===== config.mk =====
export PLATFORM = sky130hd
export DESIGN_NAME = per_core_round_robin_thread_scheduler_unit
export DESIGN_NICKNAME = d
export VERILOG_FILES = /design/src/prcrr_pkg.sv /design/src/prcrr_ctrl.sv /design/src/prcrr_dpath.sv /design/src/per_core_round_robin_thread_scheduler_unit.sv
export SDC_FILE = /design/constraint.sdc
export NUM_CORES = 1
export LEC_CHECK = 0
export BUFFER_PORTS_ARGS = -buffer_cell sky130_fd_sc_hd__buf_4
export CORE_MARGIN = 2
export CORE_UTILIZATION = 55
export DETAILED_ROUTE_END_ITERATION = 10
export GPL_TIMING_DRIVEN = 0
export PLACE_DENSITY_LB_ADDON = 0.05
export SKIP_CTS_REPAIR_TIMING = 1
export SLEW_MARGIN = 15
export SYNTH_ARGS = -nofsm -noshare
export SYNTH_HDL_FRONTEND = slang
export SYNTH_HIERARCHICAL = 1
export SYNTH_SLANG_ARGS = --single-unit

===== constraint.sdc =====
create_clock -name clock -period 13.7 [get_ports clock]
set_input_delay 4.11 -clock clock [delete_from_list [all_inputs] [get_ports clock]]
set_output_delay 4.11 -clock clock [all_outputs]
set_load 0.1 [all_outputs]

===== src/prcrr_pkg.sv =====
// shared types, codes and constants of the round robin thread scheduler
package prcrr_pkg;

   localparam int DEF_MAX_CORES   = 16;
   localparam int DEF_MAX_THREADS = 64;
   localparam int CFG_W           = 5;

   localparam logic [2:0] OP_SPAWN   = 3'd0;
   localparam logic [2:0] OP_YIELD   = 3'd1;
   localparam logic [2:0] OP_FINISH  = 3'd2;
   localparam logic [2:0] OP_TICK    = 3'd3;
   localparam logic [2:0] OP_RELEASE = 3'd4;

   localparam logic [2:0] ST_OK       = 3'd0;
   localparam logic [2:0] ST_INLINE   = 3'd1;
   localparam logic [2:0] ST_NOSLOT   = 3'd2;
   localparam logic [2:0] ST_NOCHANGE = 3'd3;
   localparam logic [2:0] ST_NOTDONE  = 3'd4;
   localparam logic [2:0] ST_INVALID  = 3'd5;

   localparam logic [1:0] SLOT_FREE    = 2'd0;
   localparam logic [1:0] SLOT_READY   = 2'd1;
   localparam logic [1:0] SLOT_RUNNING = 2'd2;
   localparam logic [1:0] SLOT_DONE    = 2'd3;

   typedef struct packed {
      logic [2:0] operation;
      logic [3:0] core;
      logic [5:0] thread_id;
   } req_type;

   typedef struct packed {
      logic [2:0] status;
      logic [5:0] new_thread;
      logic [3:0] target_core;
      logic       switch_valid;
      logic [5:0] switch_thread;
      logic       return_to_base;
   } rsp_type;

   typedef enum logic [4:0] {
      S_IDLE, S_DECODE, S_SC_RD, S_SC_CHK, S_SP_SET, S_SP_RDH, S_SP_W1, S_SP_W2,
      S_Y_RDME, S_Y_LD, S_Y_CHK, S_Y_TEST, S_SW, S_F_RDME, S_F_LD, S_F_CHK,
      S_F_TEST, S_F_FIX, S_FIND, S_R_RD, S_R_TEST, S_R_CHK, S_REL_RD, S_REL_TEST
   } state_type;

   typedef enum logic [4:0] {
      CMD_NONE, CMD_START, CMD_READ, CMD_READ_HEAD, CMD_P_INC, CMD_SP_SET,
      CMD_SP_LINK1, CMD_SP_LINK2, CMD_P_ME, CMD_FIN_DONE, CMD_P_HEAD, CMD_P_TID,
      CMD_P_LINK, CMD_P_LINK_INC, CMD_Y_SW1, CMD_NXT_P, CMD_SW_RUN, CMD_FIN_LM,
      CMD_FIN_SOLO, CMD_FIN_FIX, CMD_BASE, CMD_REL
   } cmd_op_type;

   typedef struct packed {
      cmd_op_type op;
      logic       status_we;
      logic [2:0] status;
      logic       emit;
   } ctl_cmd_type;

   typedef struct packed {
      logic [2:0] op;
      logic       inv_core;
      logic       tid_bad;
      logic       nc_le1;
      logic       run_pres;
      logic       ring_pres;
      logic       st_free;
      logic       slot_rdy;
      logic       st_done;
      logic       p_last;
      logic       p_eq_me;
      logic       n_max;
      logic       lnq_eq_me;
      logic       lnq_eq_head;
   } dp_flags_type;

endpackage


===== src/prcrr_ctrl.sv =====
// sequencing state machine of the thread scheduler
module prcrr_ctrl (
   input  logic                   clock,
   input  logic                   reset,
   input  logic                   start,
   input  prcrr_pkg::dp_flags_type flags,
   output prcrr_pkg::ctl_cmd_type cmd,
   output logic                   busy
);
   import prcrr_pkg::*;

   state_type state_ff, state_in;

   always_ff @(posedge clock) begin
      if (reset) begin
         state_ff <= S_IDLE;
      end else begin
         state_ff <= state_in;
      end
   end

   assign busy = (state_ff != S_IDLE);

   always_comb begin
      state_in = state_ff;
      case (state_ff)
         S_IDLE: begin
            if (start) state_in = S_DECODE;
         end
         S_DECODE: begin
            state_in = S_IDLE;
            case (flags.op)
               OP_SPAWN: begin
                  if (!flags.nc_le1) state_in = S_SC_RD;
               end
               OP_YIELD: begin
                  if (!flags.inv_core && flags.run_pres) state_in = S_Y_RDME;
               end
               OP_FINISH: begin
                  if (!flags.inv_core && flags.run_pres) state_in = S_F_RDME;
               end
               OP_TICK: begin
                  if (!flags.inv_core && !flags.run_pres && flags.ring_pres)
                     state_in = S_R_RD;
               end
               OP_RELEASE: begin
                  if (!flags.tid_bad) state_in = S_REL_RD;
               end
               default: state_in = S_IDLE;
            endcase
         end
         S_SC_RD:  state_in = S_SC_CHK;
         S_SC_CHK: begin
            if (flags.st_free) state_in = S_SP_SET;
            else if (flags.p_last) state_in = S_IDLE;
            else state_in = S_SC_RD;
         end
         S_SP_SET: state_in = flags.ring_pres ? S_SP_RDH : S_IDLE;
         S_SP_RDH: state_in = S_SP_W1;
         S_SP_W1:  state_in = S_SP_W2;
         S_SP_W2:  state_in = S_IDLE;
         S_Y_RDME: state_in = S_Y_LD;
         S_Y_LD:   state_in = S_Y_CHK;
         S_Y_CHK:  state_in = (flags.n_max || flags.p_eq_me) ? S_IDLE : S_Y_TEST;
         S_Y_TEST: state_in = flags.slot_rdy ? S_SW : S_Y_CHK;
         S_SW:     state_in = S_IDLE;
         S_F_RDME: state_in = S_F_LD;
         S_F_LD:   state_in = flags.lnq_eq_me ? S_FIND : S_F_CHK;
         S_F_CHK:  state_in = flags.n_max ? S_F_FIX : S_F_TEST;
         S_F_TEST: state_in = flags.lnq_eq_me ? S_F_FIX : S_F_CHK;
         S_F_FIX:  state_in = S_FIND;
         S_FIND:   state_in = flags.ring_pres ? S_R_RD : S_IDLE;
         S_R_RD:   state_in = S_R_TEST;
         S_R_TEST: begin
            if (flags.slot_rdy) state_in = S_SW;
            else if (flags.lnq_eq_head) state_in = S_IDLE;
            else state_in = S_R_CHK;
         end
         S_R_CHK:    state_in = flags.n_max ? S_IDLE : S_R_RD;
         S_REL_RD:   state_in = S_REL_TEST;
         S_REL_TEST: state_in = S_IDLE;
         default:    state_in = S_IDLE;
      endcase
   end

   always_comb begin
      cmd.op        = CMD_NONE;
      cmd.status_we = 1'b0;
      cmd.status    = ST_OK;
      cmd.emit      = 1'b0;
      case (state_ff)
         S_IDLE: begin
            if (start) cmd.op = CMD_START;
         end
         S_DECODE: begin
            case (flags.op)
               OP_SPAWN: begin
                  if (flags.nc_le1) begin
                     cmd.status_we = 1'b1;
                     cmd.status    = ST_INLINE;
                     cmd.emit      = 1'b1;
                  end
               end
               OP_YIELD: begin
                  if (flags.inv_core || !flags.run_pres) begin
                     cmd.status_we = 1'b1;
                     cmd.status    = flags.inv_core ? ST_INVALID : ST_NOCHANGE;
                     cmd.emit      = 1'b1;
                  end else begin
                     cmd.op = CMD_P_ME;
                  end
               end
               OP_FINISH: begin
                  if (flags.inv_core || !flags.run_pres) begin
                     cmd.status_we = 1'b1;
                     cmd.status    = ST_INVALID;
                     cmd.emit      = 1'b1;
                  end else begin
                     cmd.op = CMD_FIN_DONE;
                  end
               end
               OP_TICK: begin
                  if (flags.inv_core) begin
                     cmd.status_we = 1'b1;
                     cmd.status    = ST_INVALID;
                     cmd.emit      = 1'b1;
                  end else if (flags.run_pres || !flags.ring_pres) begin
                     cmd.status_we = 1'b1;
                     cmd.status    = ST_NOCHANGE;
                     cmd.emit      = 1'b1;
                  end else begin
                     cmd.op = CMD_P_HEAD;
                  end
               end
               OP_RELEASE: begin
                  if (flags.tid_bad) begin
                     cmd.status_we = 1'b1;
                     cmd.status    = ST_INVALID;
                     cmd.emit      = 1'b1;
                  end else begin
                     cmd.op = CMD_P_TID;
                  end
               end
               default: begin
                  cmd.status_we = 1'b1;
                  cmd.status    = ST_INVALID;
                  cmd.emit      = 1'b1;
               end
            endcase
         end
         S_SC_RD: cmd.op = CMD_READ;
         S_SC_CHK: begin
            if (!flags.st_free) begin
               if (flags.p_last) begin
                  cmd.status_we = 1'b1;
                  cmd.status    = ST_NOSLOT;
                  cmd.emit      = 1'b1;
               end else begin
                  cmd.op = CMD_P_INC;
               end
            end
         end
         S_SP_SET: begin
            cmd.op   = CMD_SP_SET;
            cmd.emit = !flags.ring_pres;
         end
         S_SP_RDH: cmd.op = CMD_READ_HEAD;
         S_SP_W1:  cmd.op = CMD_SP_LINK1;
         S_SP_W2: begin
            cmd.op   = CMD_SP_LINK2;
            cmd.emit = 1'b1;
         end
         S_Y_RDME: cmd.op = CMD_READ;
         S_Y_LD:   cmd.op = CMD_P_LINK;
         S_Y_CHK: begin
            if (flags.n_max || flags.p_eq_me) begin
               cmd.status_we = 1'b1;
               cmd.status    = ST_NOCHANGE;
               cmd.emit      = 1'b1;
            end else begin
               cmd.op = CMD_READ;
            end
         end
         S_Y_TEST: cmd.op = flags.slot_rdy ? CMD_Y_SW1 : CMD_P_LINK_INC;
         S_SW: begin
            cmd.op   = CMD_SW_RUN;
            cmd.emit = 1'b1;
         end
         S_F_RDME: cmd.op = CMD_READ;
         S_F_LD:   cmd.op = flags.lnq_eq_me ? CMD_FIN_SOLO : CMD_FIN_LM;
         S_F_CHK: begin
            if (!flags.n_max) cmd.op = CMD_READ;
         end
         S_F_TEST: begin
            if (!flags.lnq_eq_me) cmd.op = CMD_P_LINK_INC;
         end
         S_F_FIX: cmd.op = CMD_FIN_FIX;
         S_FIND: begin
            if (flags.ring_pres) begin
               cmd.op = CMD_P_HEAD;
            end else begin
               cmd.op   = CMD_BASE;
               cmd.emit = 1'b1;
            end
         end
         S_R_RD: cmd.op = CMD_READ;
         S_R_TEST, S_R_CHK: begin
            if (state_ff == S_R_TEST && flags.slot_rdy) begin
               cmd.op = CMD_NXT_P;
            end else if ((state_ff == S_R_TEST && flags.lnq_eq_head)
                         || (state_ff == S_R_CHK && flags.n_max)) begin
               cmd.emit = 1'b1;
               if (flags.op == OP_FINISH) begin
                  cmd.op = CMD_BASE;
               end else begin
                  cmd.status_we = 1'b1;
                  cmd.status    = ST_NOCHANGE;
               end
            end else if (state_ff == S_R_TEST) begin
               cmd.op = CMD_P_LINK_INC;
            end
         end
         S_REL_RD: cmd.op = CMD_READ;
         S_REL_TEST: begin
            cmd.emit = 1'b1;
            if (flags.st_done) begin
               cmd.op = CMD_REL;
            end else begin
               cmd.status_we = 1'b1;
               cmd.status    = ST_NOTDONE;
            end
         end
         default: cmd.op = CMD_NONE;
      endcase
   end

endmodule


===== src/prcrr_dpath.sv =====
// slot memories, ring registers and result registers of the thread scheduler
module prcrr_dpath #(
   parameter int MAX_CORES   = prcrr_pkg::DEF_MAX_CORES,
   parameter int MAX_THREADS = prcrr_pkg::DEF_MAX_THREADS
) (
   input  logic                   clock,
   input  logic                   reset,
   input  prcrr_pkg::req_type     req,
   input  prcrr_pkg::ctl_cmd_type cmd,
   input  logic                   csr_valid,
   input  logic [prcrr_pkg::CFG_W-1:0] csr_data,
   output prcrr_pkg::dp_flags_type flags,
   output logic                   rsp_valid,
   output prcrr_pkg::rsp_type     rsp
);
   import prcrr_pkg::*;

   localparam int CW   = (MAX_CORES > 1) ? $clog2(MAX_CORES) : 1;
   localparam int TW   = (MAX_THREADS > 1) ? $clog2(MAX_THREADS) : 1;
   localparam int NW   = $clog2(MAX_THREADS + 1);
   localparam int NCW  = $clog2(MAX_CORES + 1);
   localparam int CMPW = (NCW > CFG_W) ? NCW : CFG_W;

   logic [1:0]    st_mem [MAX_THREADS];
   logic [TW-1:0] ln_mem [MAX_THREADS];
   logic [MAX_THREADS-1:0] stv_ff;
   logic [1:0]    st_raw;
   logic          stv_q;
   logic [1:0]    st_q;
   logic [TW-1:0] ln_q;

   logic [TW-1:0] head_ff [MAX_CORES];
   logic [TW-1:0] run_ff  [MAX_CORES];
   logic [MAX_CORES-1:0] ring_pres_ff;
   logic [MAX_CORES-1:0] run_pres_ff;

   logic [CFG_W-1:0] ncores_ff;
   logic [CW-1:0]    residue_ff;
   logic [2:0]       op_ff;
   logic [3:0]       core_ff;
   logic [5:0]       tid_ff;
   logic [CW-1:0]    cr_ff;
   logic [TW-1:0]    p_ff, me_ff, nxt_ff, lm_ff;
   logic [NW-1:0]    n_ff;

   logic [2:0] res_status_ff;
   logic [5:0] res_newt_ff, res_swt_ff;
   logic [3:0] res_tgt_ff;
   logic       res_sw_ff, res_base_ff, rsp_valid_ff;

   logic [CMPW-1:0] nc, nc_m1, r_eff, tgt, r_nxt;
   logic [CW-1:0]   cr_in;
   logic [TW-1:0]   ra;
   logic            st_we, ln_we;
   logic [TW-1:0]   st_wa, ln_wa, ln_wd;
   logic [1:0]      st_wd;

   // round robin target
   always_comb begin
      nc    = (CMPW'(ncores_ff) > CMPW'(MAX_CORES)) ? CMPW'(MAX_CORES)
                                                    : CMPW'(ncores_ff);
      nc_m1 = nc - CMPW'(1);
      r_eff = (CMPW'(residue_ff) >= nc_m1) ? '0 : CMPW'(residue_ff);
      tgt   = r_eff + CMPW'(1);
      r_nxt = (tgt >= nc_m1) ? '0 : tgt;
      cr_in = (req.operation == OP_SPAWN) ? CW'(tgt) : CW'(req.core);
   end

   assign st_q = stv_q ? st_raw : SLOT_FREE;
   assign ra   = (cmd.op == CMD_READ_HEAD) ? head_ff[cr_ff] : p_ff;

   // memory write selection
   always_comb begin
      st_we = 1'b0;
      st_wa = p_ff;
      st_wd = SLOT_FREE;
      ln_we = 1'b0;
      ln_wa = p_ff;
      ln_wd = p_ff;
      case (cmd.op)
         CMD_SP_SET: begin
            st_we = 1'b1;
            st_wd = SLOT_READY;
            ln_we = !ring_pres_ff[cr_ff];
         end
         CMD_FIN_DONE: begin
            st_we = 1'b1;
            st_wa = me_ff;
            st_wd = SLOT_DONE;
         end
         CMD_Y_SW1: begin
            st_we = 1'b1;
            st_wa = me_ff;
            st_wd = SLOT_READY;
         end
         CMD_SW_RUN: begin
            st_we = 1'b1;
            st_wa = nxt_ff;
            st_wd = SLOT_RUNNING;
         end
         CMD_REL: begin
            st_we = 1'b1;
            st_wd = SLOT_FREE;
         end
         CMD_SP_LINK1: begin
            ln_we = 1'b1;
            ln_wd = ln_q;
         end
         CMD_SP_LINK2: begin
            ln_we = 1'b1;
            ln_wa = head_ff[cr_ff];
         end
         CMD_FIN_FIX: begin
            ln_we = 1'b1;
            ln_wd = lm_ff;
         end
         default: st_we = 1'b0;
      endcase
   end

   always_ff @(posedge clock) begin
      if (st_we) st_mem[st_wa] <= st_wd;
      if (ln_we) ln_mem[ln_wa] <= ln_wd;
      st_raw <= st_mem[ra];
      ln_q   <= ln_mem[ra];
      stv_q  <= stv_ff[ra];
   end

   always_ff @(posedge clock) begin
      if (reset) begin
         stv_ff       <= '0;
         ring_pres_ff <= '0;
         run_pres_ff  <= '0;
         ncores_ff    <= CFG_W'(1);
         residue_ff   <= CW'(1);
         rsp_valid_ff <= 1'b0;
      end else begin
         if (st_we) stv_ff[st_wa] <= 1'b1;
         if (csr_valid) ncores_ff <= csr_data;
         if (cmd.op == CMD_START && req.operation == OP_SPAWN && nc > CMPW'(1))
            residue_ff <= CW'(r_nxt);
         if (cmd.op == CMD_SP_SET) ring_pres_ff[cr_ff] <= 1'b1;
         if (cmd.op == CMD_FIN_SOLO) ring_pres_ff[cr_ff] <= 1'b0;
         if (cmd.op == CMD_SW_RUN) run_pres_ff[cr_ff] <= 1'b1;
         if (cmd.op == CMD_BASE) run_pres_ff[cr_ff] <= 1'b0;
         rsp_valid_ff <= cmd.emit;
      end
   end

   always_ff @(posedge clock) begin
      if (cmd.status_we) res_status_ff <= cmd.status;
      case (cmd.op)
         CMD_START: begin
            op_ff         <= req.operation;
            core_ff       <= req.core;
            tid_ff        <= req.thread_id;
            cr_ff         <= cr_in;
            me_ff         <= run_ff[CW'(req.core)];
            p_ff          <= '0;
            n_ff          <= '0;
            res_status_ff <= ST_OK;
            res_newt_ff   <= '0;
            res_tgt_ff    <= '0;
            res_sw_ff     <= 1'b0;
            res_swt_ff    <= '0;
            res_base_ff   <= 1'b0;
         end
         CMD_P_INC: p_ff <= p_ff + TW'(1);
         CMD_SP_SET: begin
            res_newt_ff <= 6'(p_ff);
            res_tgt_ff  <= 4'(cr_ff);
            if (!ring_pres_ff[cr_ff]) head_ff[cr_ff] <= p_ff;
         end
         CMD_P_ME, CMD_FIN_DONE: p_ff <= me_ff;
         CMD_P_HEAD: begin
            p_ff <= head_ff[cr_ff];
            n_ff <= '0;
         end
         CMD_P_TID: p_ff <= TW'(tid_ff);
         CMD_P_LINK: begin
            p_ff <= ln_q;
            n_ff <= '0;
         end
         CMD_P_LINK_INC: begin
            p_ff <= ln_q;
            n_ff <= n_ff + NW'(1);
         end
         CMD_FIN_LM: begin
            lm_ff <= ln_q;
            p_ff  <= ln_q;
            n_ff  <= '0;
         end
         CMD_FIN_FIX: begin
            if (head_ff[cr_ff] == me_ff) head_ff[cr_ff] <= lm_ff;
         end
         CMD_Y_SW1, CMD_NXT_P: nxt_ff <= p_ff;
         CMD_SW_RUN: begin
            run_ff[cr_ff] <= nxt_ff;
            res_sw_ff     <= 1'b1;
            res_swt_ff    <= 6'(nxt_ff);
         end
         CMD_BASE: res_base_ff <= 1'b1;
         default: res_base_ff <= res_base_ff;
      endcase
   end

   always_comb begin
      flags.op          = op_ff;
      flags.inv_core    = (32'(core_ff) >= MAX_CORES);
      flags.tid_bad     = (32'(tid_ff) >= MAX_THREADS);
      flags.nc_le1      = (nc <= CMPW'(1));
      flags.run_pres    = run_pres_ff[cr_ff];
      flags.ring_pres   = ring_pres_ff[cr_ff];
      flags.st_free     = (st_q == SLOT_FREE);
      flags.slot_rdy    = (st_q == SLOT_READY);
      flags.st_done     = (st_q == SLOT_DONE);
      flags.p_last      = (p_ff == TW'(MAX_THREADS - 1));
      flags.p_eq_me     = (p_ff == me_ff);
      flags.n_max       = (n_ff == NW'(MAX_THREADS));
      flags.lnq_eq_me   = (ln_q == me_ff);
      flags.lnq_eq_head = (ln_q == head_ff[cr_ff]);
   end

   assign rsp_valid          = rsp_valid_ff;
   assign rsp.status         = res_status_ff;
   assign rsp.new_thread     = res_newt_ff;
   assign rsp.target_core    = res_tgt_ff;
   assign rsp.switch_valid   = res_sw_ff;
   assign rsp.switch_thread  = res_swt_ff;
   assign rsp.return_to_base = res_base_ff;

endmodule


===== src/per_core_round_robin_thread_scheduler_unit.sv =====
// top level of the per core round robin thread scheduler
// Usage: raise start with an item on req while busy is low; the item is taken
// at that edge and busy stays high until the result is issued. The result
// appears on rsp for exactly one cycle, marked by rsp_valid, and every item
// gives exactly one result. The receiver cannot stall the block.
// Some items are settled at decode; a release reads and tests its slot; a
// spawn scans the slot pool for a free slot; yield walks the ring from the
// running thread; finish unlinks the running thread, then finish and tick
// look for a ready thread from the ring head, step by step.
// One item is in flight at a time; the result is shown in an idle cycle and a
// new start is taken at the edge that ends it.
// The csr channel writes the online core count (always ready), used idle.
// Reset: synchronous, active high; all slots free, no rings, no running
// threads, one online core, round robin position one. No clearing pass.
module per_core_round_robin_thread_scheduler_unit #(
   parameter int MAX_CORES   = prcrr_pkg::DEF_MAX_CORES,
   parameter int MAX_THREADS = prcrr_pkg::DEF_MAX_THREADS
) (
   input  logic                        clock,
   input  logic                        reset,
   input  logic                        start,
   output logic                        busy,
   input  prcrr_pkg::req_type          req,
   output logic                        rsp_valid,
   output prcrr_pkg::rsp_type          rsp,
   input  logic                        csr_valid,
   output logic                        csr_ready,
   input  logic [prcrr_pkg::CFG_W-1:0] csr_data
);
   import prcrr_pkg::*;

   ctl_cmd_type  cmd;
   dp_flags_type flags;

   assign csr_ready = 1'b1;

   prcrr_ctrl u_ctrl (
      .clock (clock),
      .reset (reset),
      .start (start),
      .flags (flags),
      .cmd   (cmd),
      .busy  (busy)
   );

   prcrr_dpath #(
      .MAX_CORES   (MAX_CORES),
      .MAX_THREADS (MAX_THREADS)
   ) u_dpath (
      .clock     (clock),
      .reset     (reset),
      .req       (req),
      .cmd       (cmd),
      .csr_valid (csr_valid && csr_ready),
      .csr_data  (csr_data),
      .flags     (flags),
      .rsp_valid (rsp_valid),
      .rsp       (rsp)
   );

   a_accept_busy: assert property (@(posedge clock) disable iff (reset)
      start && !busy |=> busy)
      else $error("accepted item did not raise busy");

   a_one_strobe: assert property (@(posedge clock) disable iff (reset)
      rsp_valid |=> !rsp_valid)
      else $error("result strobe longer than one cycle");

   a_switch_ok: assert property (@(posedge clock) disable iff (reset)
      rsp_valid && rsp.switch_valid |-> rsp.status == ST_OK && !rsp.return_to_base)
      else $error("switch reported with bad status or base return");

   a_strobe_idle: assert property (@(posedge clock) disable iff (reset)
      rsp_valid |-> !busy)
      else $error("result issued while still busy");

endmodule


; ---- Word level (Yosys, flattened, before mapping)
; Memories as Yosys holds them, arrays and structs flattened. A register that Yosys moved wholly into a read port is not among the register bits.
; Cells that the tools add are included.
[word_totals]
romBits = 0
latch_bits = 0
n_memories = 4
mem_bits_rw = 704
inputBits = 22
reg_bits = 171
[classes]
n_bitwise = 7
eq_ne = 56
muxes = 99
n_mul = 0
order_cmp = 10
shifts = 0
n_reduce_logical = 34
n_addsub = 4
div = 0
[mem_list]
columns = memory, depth, word_bits, rd, rd_ports_with_merged_regs, wr, line
row1 = u_dpath.ln_mem, 64, 6, 1, 1, 1, prcrr_dpath.sv:25  ; logic [TW-1:0] ln_mem [MAX_THREADS];
row2 = u_dpath.st_mem, 64, 2, 1, 1, 1, prcrr_dpath.sv:24  ; logic [1:0] st_mem [MAX_THREADS];
row3 = u_dpath.head_ff, 16, 6, 1, 1, 1, prcrr_dpath.sv:32  ; logic [TW-1:0] head_ff [MAX_CORES];
row4 = u_dpath.run_ff, 16, 6, 1, 1, 1, prcrr_dpath.sv:33  ; logic [TW-1:0] run_ff [MAX_CORES];
[ops]
columns = operator, n
row1 = 5-bit 2-to-1 mux, 23
row2 = 5-bit case mux with 21 select lines, 1
row3 = 16-bit 2-to-1 mux, 6
row4 = 5-bit case mux with 19 select lines, 1
row5 = "5-bit by 4-bit == test with 1-bit output, second input constant", 16
row6 = "5-bit == test, second input constant", 14
row7 = 64-bit OR, 1
row8 = 4-bit 2-to-1 mux, 13
row9 = 5-bit case mux with 5 select lines, 2
row10 = 6-bit case mux with 2 select lines, 4
row11 = "5-bit by 3-bit == test with 1-bit output, second input constant", 8
row12 = 6-bit case mux with 6 select lines, 1
row13 = 16-bit bitwise AND, 2
row14 = 16-bit OR, 2
row15 = 6-bit == test, 4
row16 = 1-bit 2-to-1 mux, 20
row17 = 4-bit case mux with 5 select lines, 1
row18 = 5-bit case mux with 4 select lines, 1
row19 = 6-bit 2-to-1 mux, 3
row20 = 16-bit NOT, 1
row21 = "5-bit by 2-bit == test with 1-bit output, second input constant", 3
row22 = "6-bit by 7-bit < comparator with 1-bit output, second input constant", 2
row23 = 2-bit 2-to-1 mux, 7
row24 = 7-bit case mux with 2 select lines, 1
row25 = other kinds (45), 73

; ---- Depth between registers and ports, before layout
[depth]
word_depth = 15
mapped_depth = 28
mapped_depth_nobuf = 21

; ---- By module
; Netlist, hierarchy kept.
[modules_own_cells]
columns = mod, cells_per_inst, area_each_um2, instances
row1 = prcrr_dpath, 2865, 37098.1, 1
row2 = prcrr_ctrl, 183, 1139.8, 1
row3 = per_core_round_robin_thread_scheduler_unit, 2, 11.3, 1

; ---- Worst setup path after synthesis
; Ideal clock, no wire load.
[synth_timing]
path_type = in2reg
startpoint = in start
endpoint = mem u_dpath.st_mem[0][0] (data pin)
cell_stages = 9
slack_ps = 5040
path_buffers = 2
arrival_time_ps = 7958
t_required_ps = 12998
path_cell_list = a21oi_1 -> nor4_1 -> nor2_1 -> nand4b_1 -> clkbuf_1 -> inv_1 -> or3_1 -> clkbuf_1 -> o21ai_0
[synth_rtl]
columns = item, line
row1 = "start, declared", per_core_round_robin_thread_scheduler_unit.sv:21  ; input logic start,
row2 = "end, declared", prcrr_dpath.sv:24

==> impl_results.md <==
* Initial Util at 0.5567
* Flop pwr share at 0.389
* Routed vias at 27607
* DR WL/cell at 28.33 um
* Critical Path, Cell by Cell: buf_2 > inv_2 > mux4_2 > a21oi_1 > xnor2_1 > nand3_1 > nor4_1 > a21oi_1 > o21a_1 > nor2_1 > nand3_1 > nand3b_1 > nor2_2 > nand4_1 > nand2_1 > buf_2 > buf_2 > buf_1 > mux2i_1 > a32oi_1 > nand4_1 > nand4_1 > or3b_1
* HP Class: flip-flop to flip-flop
* Num rows at 96
* P_sw at 3.065 mW
* CTS root buf: clkbuf_16
* DP Area at 40060 um2
* Number of nets in the layout at around 3200
* Largest net degree at the start of global routing at 65
* Highest-delay cell along the critical path: nor4_1
* Synth area leader: edfxtp_1
* Worst vdd ir at 0.1371 mV
* PwrDens at just under 200 nW/um2
* Cell variety after synth at 91
* Ys Warns at 6
* Fin crit period at 8.975 ns
* 1st-iter DRT viols at 4634
* Sink Count at just under 900
* CP endpoint kind: flip-flop
* Post-Syn Area at around 38000 um2
* CTS tree: done
* I/O pins at 46
* GRT Residual Overflow at 0
* Routability cong. at between 1 and 1.5
* FF+latch count, synth at 893
* Post-route cell area at roughly 43000 um2
* Clock Latency Late Sink at 0.67 ns
* Static Leak at 14.50 nW
* Die X at 267.7 um
* Initial antenna violation count at 4
* First-pass GRT wire length at 172.5 mm
* Post-route DRC at 0
* Mean Syn Cell Area at between 10 and 15 um2
* Vias in the first global route at 25871
* Critical Path Fanout Max at 10
* Post-synth EDFFs at 766
* Worst slew margin at 0.1606
* Synth top area cells: edfxtp_1, dfxtp_1, nand2_1, nor2_1, mux4_2
* Core Area at 68710 um2
* WS Path Type: flip-flop to flip-flop
* RSZ-0062 raised after global routing: no
* Clock Tree Buf Depth at 3
* Internal power at 5.297 mW
* Endpoints failing hold at 0
* CP required at 14.19 ns
* WL final at 119.2 mm
* Clk_skew at 0.04186 ns
* Hold Path Cell Cnt at 2
* 1st-pass router iterations at 8
* Slew @ Worst Pin at 1.259 ns
* Final Slew Violations at 0
* Final Setup Violations at 0
* Asr flop ratio synth at 0
* Antenna Nets Post-Route at 0
* Die ar. at around 72000 um2
* R2r worst-path depth at 23
* Clock share of power at 0.297
* Die Height at 267.7 um
* Port Buffers at 39
* Fmax achieved at 111.4 MHz
* Outcome: finished clean
* Worst Path Arrival at approximately 9.5 ns
* Predominant post-synthesis flop cell: edfxtp_1
* Sw Ratio at 0.3665
* Sequential fraction of the synthesis area at 0.6678
* Post-Syn Instances at 3050
* Combinational share of power at 0.314
* Placed cell count at ~4000
* WHS at 0.4728 ns
* Number of max-cap violations at 0
* Total track usage at 0.3331
* Drt via density at 6.559
* Clk slew on worst S/H paths at 0.06 ns
* Area Growth Syn to Fin at 12.63%
* CP max stage delay at roughly 0.84 ns
* TNS Setup at 0 ns
* Layout cell share with drive strength beyond 1 at 0.1147
* H-tree Lvls at 3
* Period utilization at 0.6551
* Area fraction of the dominant cell type after synthesis at 0.6014
* Post-DP HPWL at 82.95 mm
* CP Launch Type: flip-flop
* CTS Buf Count at 93
* Fin cells at 4209
## sequential cells by signal (all words and copies together) (netlist names), 5 cells and up, named ones only
name                  cells
u_dpath/ln_mem          384
u_dpath/n_ff              7
u_dpath/st_mem          128
u_ctrl/state_ff           5
u_dpath/ring_pres_ff     16
u_dpath/p_ff              6
u_dpath/res_swt_ff        6
u_dpath/lm_ff             6
u_dpath/nxt_ff            6
u_dpath/run_pres_ff      16
u_dpath/stv_ff           64
u_dpath/res_newt_ff       6
u_dpath/run_ff           96
u_dpath/head_ff          96
u_dpath/ncores_ff         5
u_dpath/me_ff             6
u_dpath/ln_q              6
u_dpath/tid_ff            6
## cells in the mapped netlist (all sizes together), types with 5 or more instances
cell    count
nor2b      26
clkbuf     86
nand4      32
a32oi      56
nor3b       8
mux4       56
edfxtp    766
mux2       18
ha         13
inv        18
o211ai     15
nand2     509
a221oi     11
o21ai      24
xnor2      22
buf       101
nor3       31
nand3     142
or3         8
xor2       17
dfxtp     127
and3       60
nor4        9
a22o        7
a21o        7
a32o        6
or4         8
nand2b     16
a21oi     200
mux2i      78
nor2      366
a31oi      25
and2        9
a211oi     57
a222oi      5
a221o      11
a22oi      40
## worst max-delay path: cells and delay by family, from the launching register on
family,cells,cell delay (ns)
xor+xnor,1,0.19
mux,2,0.85
flops,1,0.42
buf+inv,5,2.22
compound gates,4,1.06
simple gates,11,4.06
## power by group through the flow
stage	sequential (mW)	clock, mW	combinational [mW]
5_1_grt	3.26	2.61	2.73
4_1_cts	3.25	2.50	2.54
6_report	3.25	2.48	2.63
3_5_place_dp	3.31	0	2.53
3_3_place_gp	3.33	0	2.44
2_1_floorplan	3.38	0	1.43
## through the flow
| step | power (mW) | util | worst slack, ns |
|---|---|---|---|
| 2_1_floorplan | 4.819 | - | 5.040 |
| 3_3_place_gp | 5.768 | 0.5780 | 1.491 |
| 3_5_place_dp | 5.843 | 0.5830 | 4.556 |
| 4_1_cts | 8.296 | 0.6267 | 5.152 |
| 5_1_grt | 8.592 | 0.6270 | 4.504 |
| 6_report | 8.361 | 0.6270 | 4.725 |
## placed cells by master, fill, tap and decap left out, types with 60 or more instances in the layout
cell,n
nand3_1,141
and3_1,60
dfxtp_1,127
nand2_1,501
clkbuf_1,105
a21oi_1,199
clkbuf_16,94
mux2i_1,78
edfxtp_1,766
nor2_1,362
## kinds of logic after synthesis
| group | after synthesis | synth area share |
|---|---|---|
| xor+xnor | 39 | 0.008930 |
| simple gates | 1241 | 0.1438 |
| fa+ha+maj | 15 | 0.004776 |
| compound gates | 502 | 0.09002 |
| buf+inv | 206 | 0.02565 |
| other cells | 2 | 0.0001963 |
| mux | 152 | 0.05878 |
| flops | 893 | 0.6678 |
## area by class of cell
class | count | area [um2]
Buffer | 187 | 909.6
Antenna cell | 1 | 2.502
Clock inverter | 57 | 554.3
Sequential cell | 893 | 25540
Inverter | 19 | 71.32
Clock buffer | 115 | 2451
Multi-Input combinational cell | 1952 | 11830
Fill cell | 5326 | 25620
Timing Repair Buffer | 54 | 551.8
Tap cell | 931 | 1165
## per-layer routing
layer	share of wire	GRT usage	up-vias	wire length [um]
met5	0	0	-	0
met2	0.43	0.4847	1947	51200
met3	0.12	0.05921	279	14890
met4	0.036	0.1096	0	4289
met1	0.41	0.5092	13657	48840
li1	-	-	11724	-
## final timing paths
check | from | end | slack (ns)
hold reg to reg | u_dpath/stv_ff[16] | u_dpath/stv_ff[16] | 0.47
hold / removal | u_dpath/stv_ff[16] | u_dpath/stv_ff[16] | 0.47
setup / recovery | flip-flop | u_dpath/ln_q[3] | 4.72
setup reg to reg | flip-flop | u_dpath/ln_q[3] | 4.72
(Power assumes the default switching activity.)
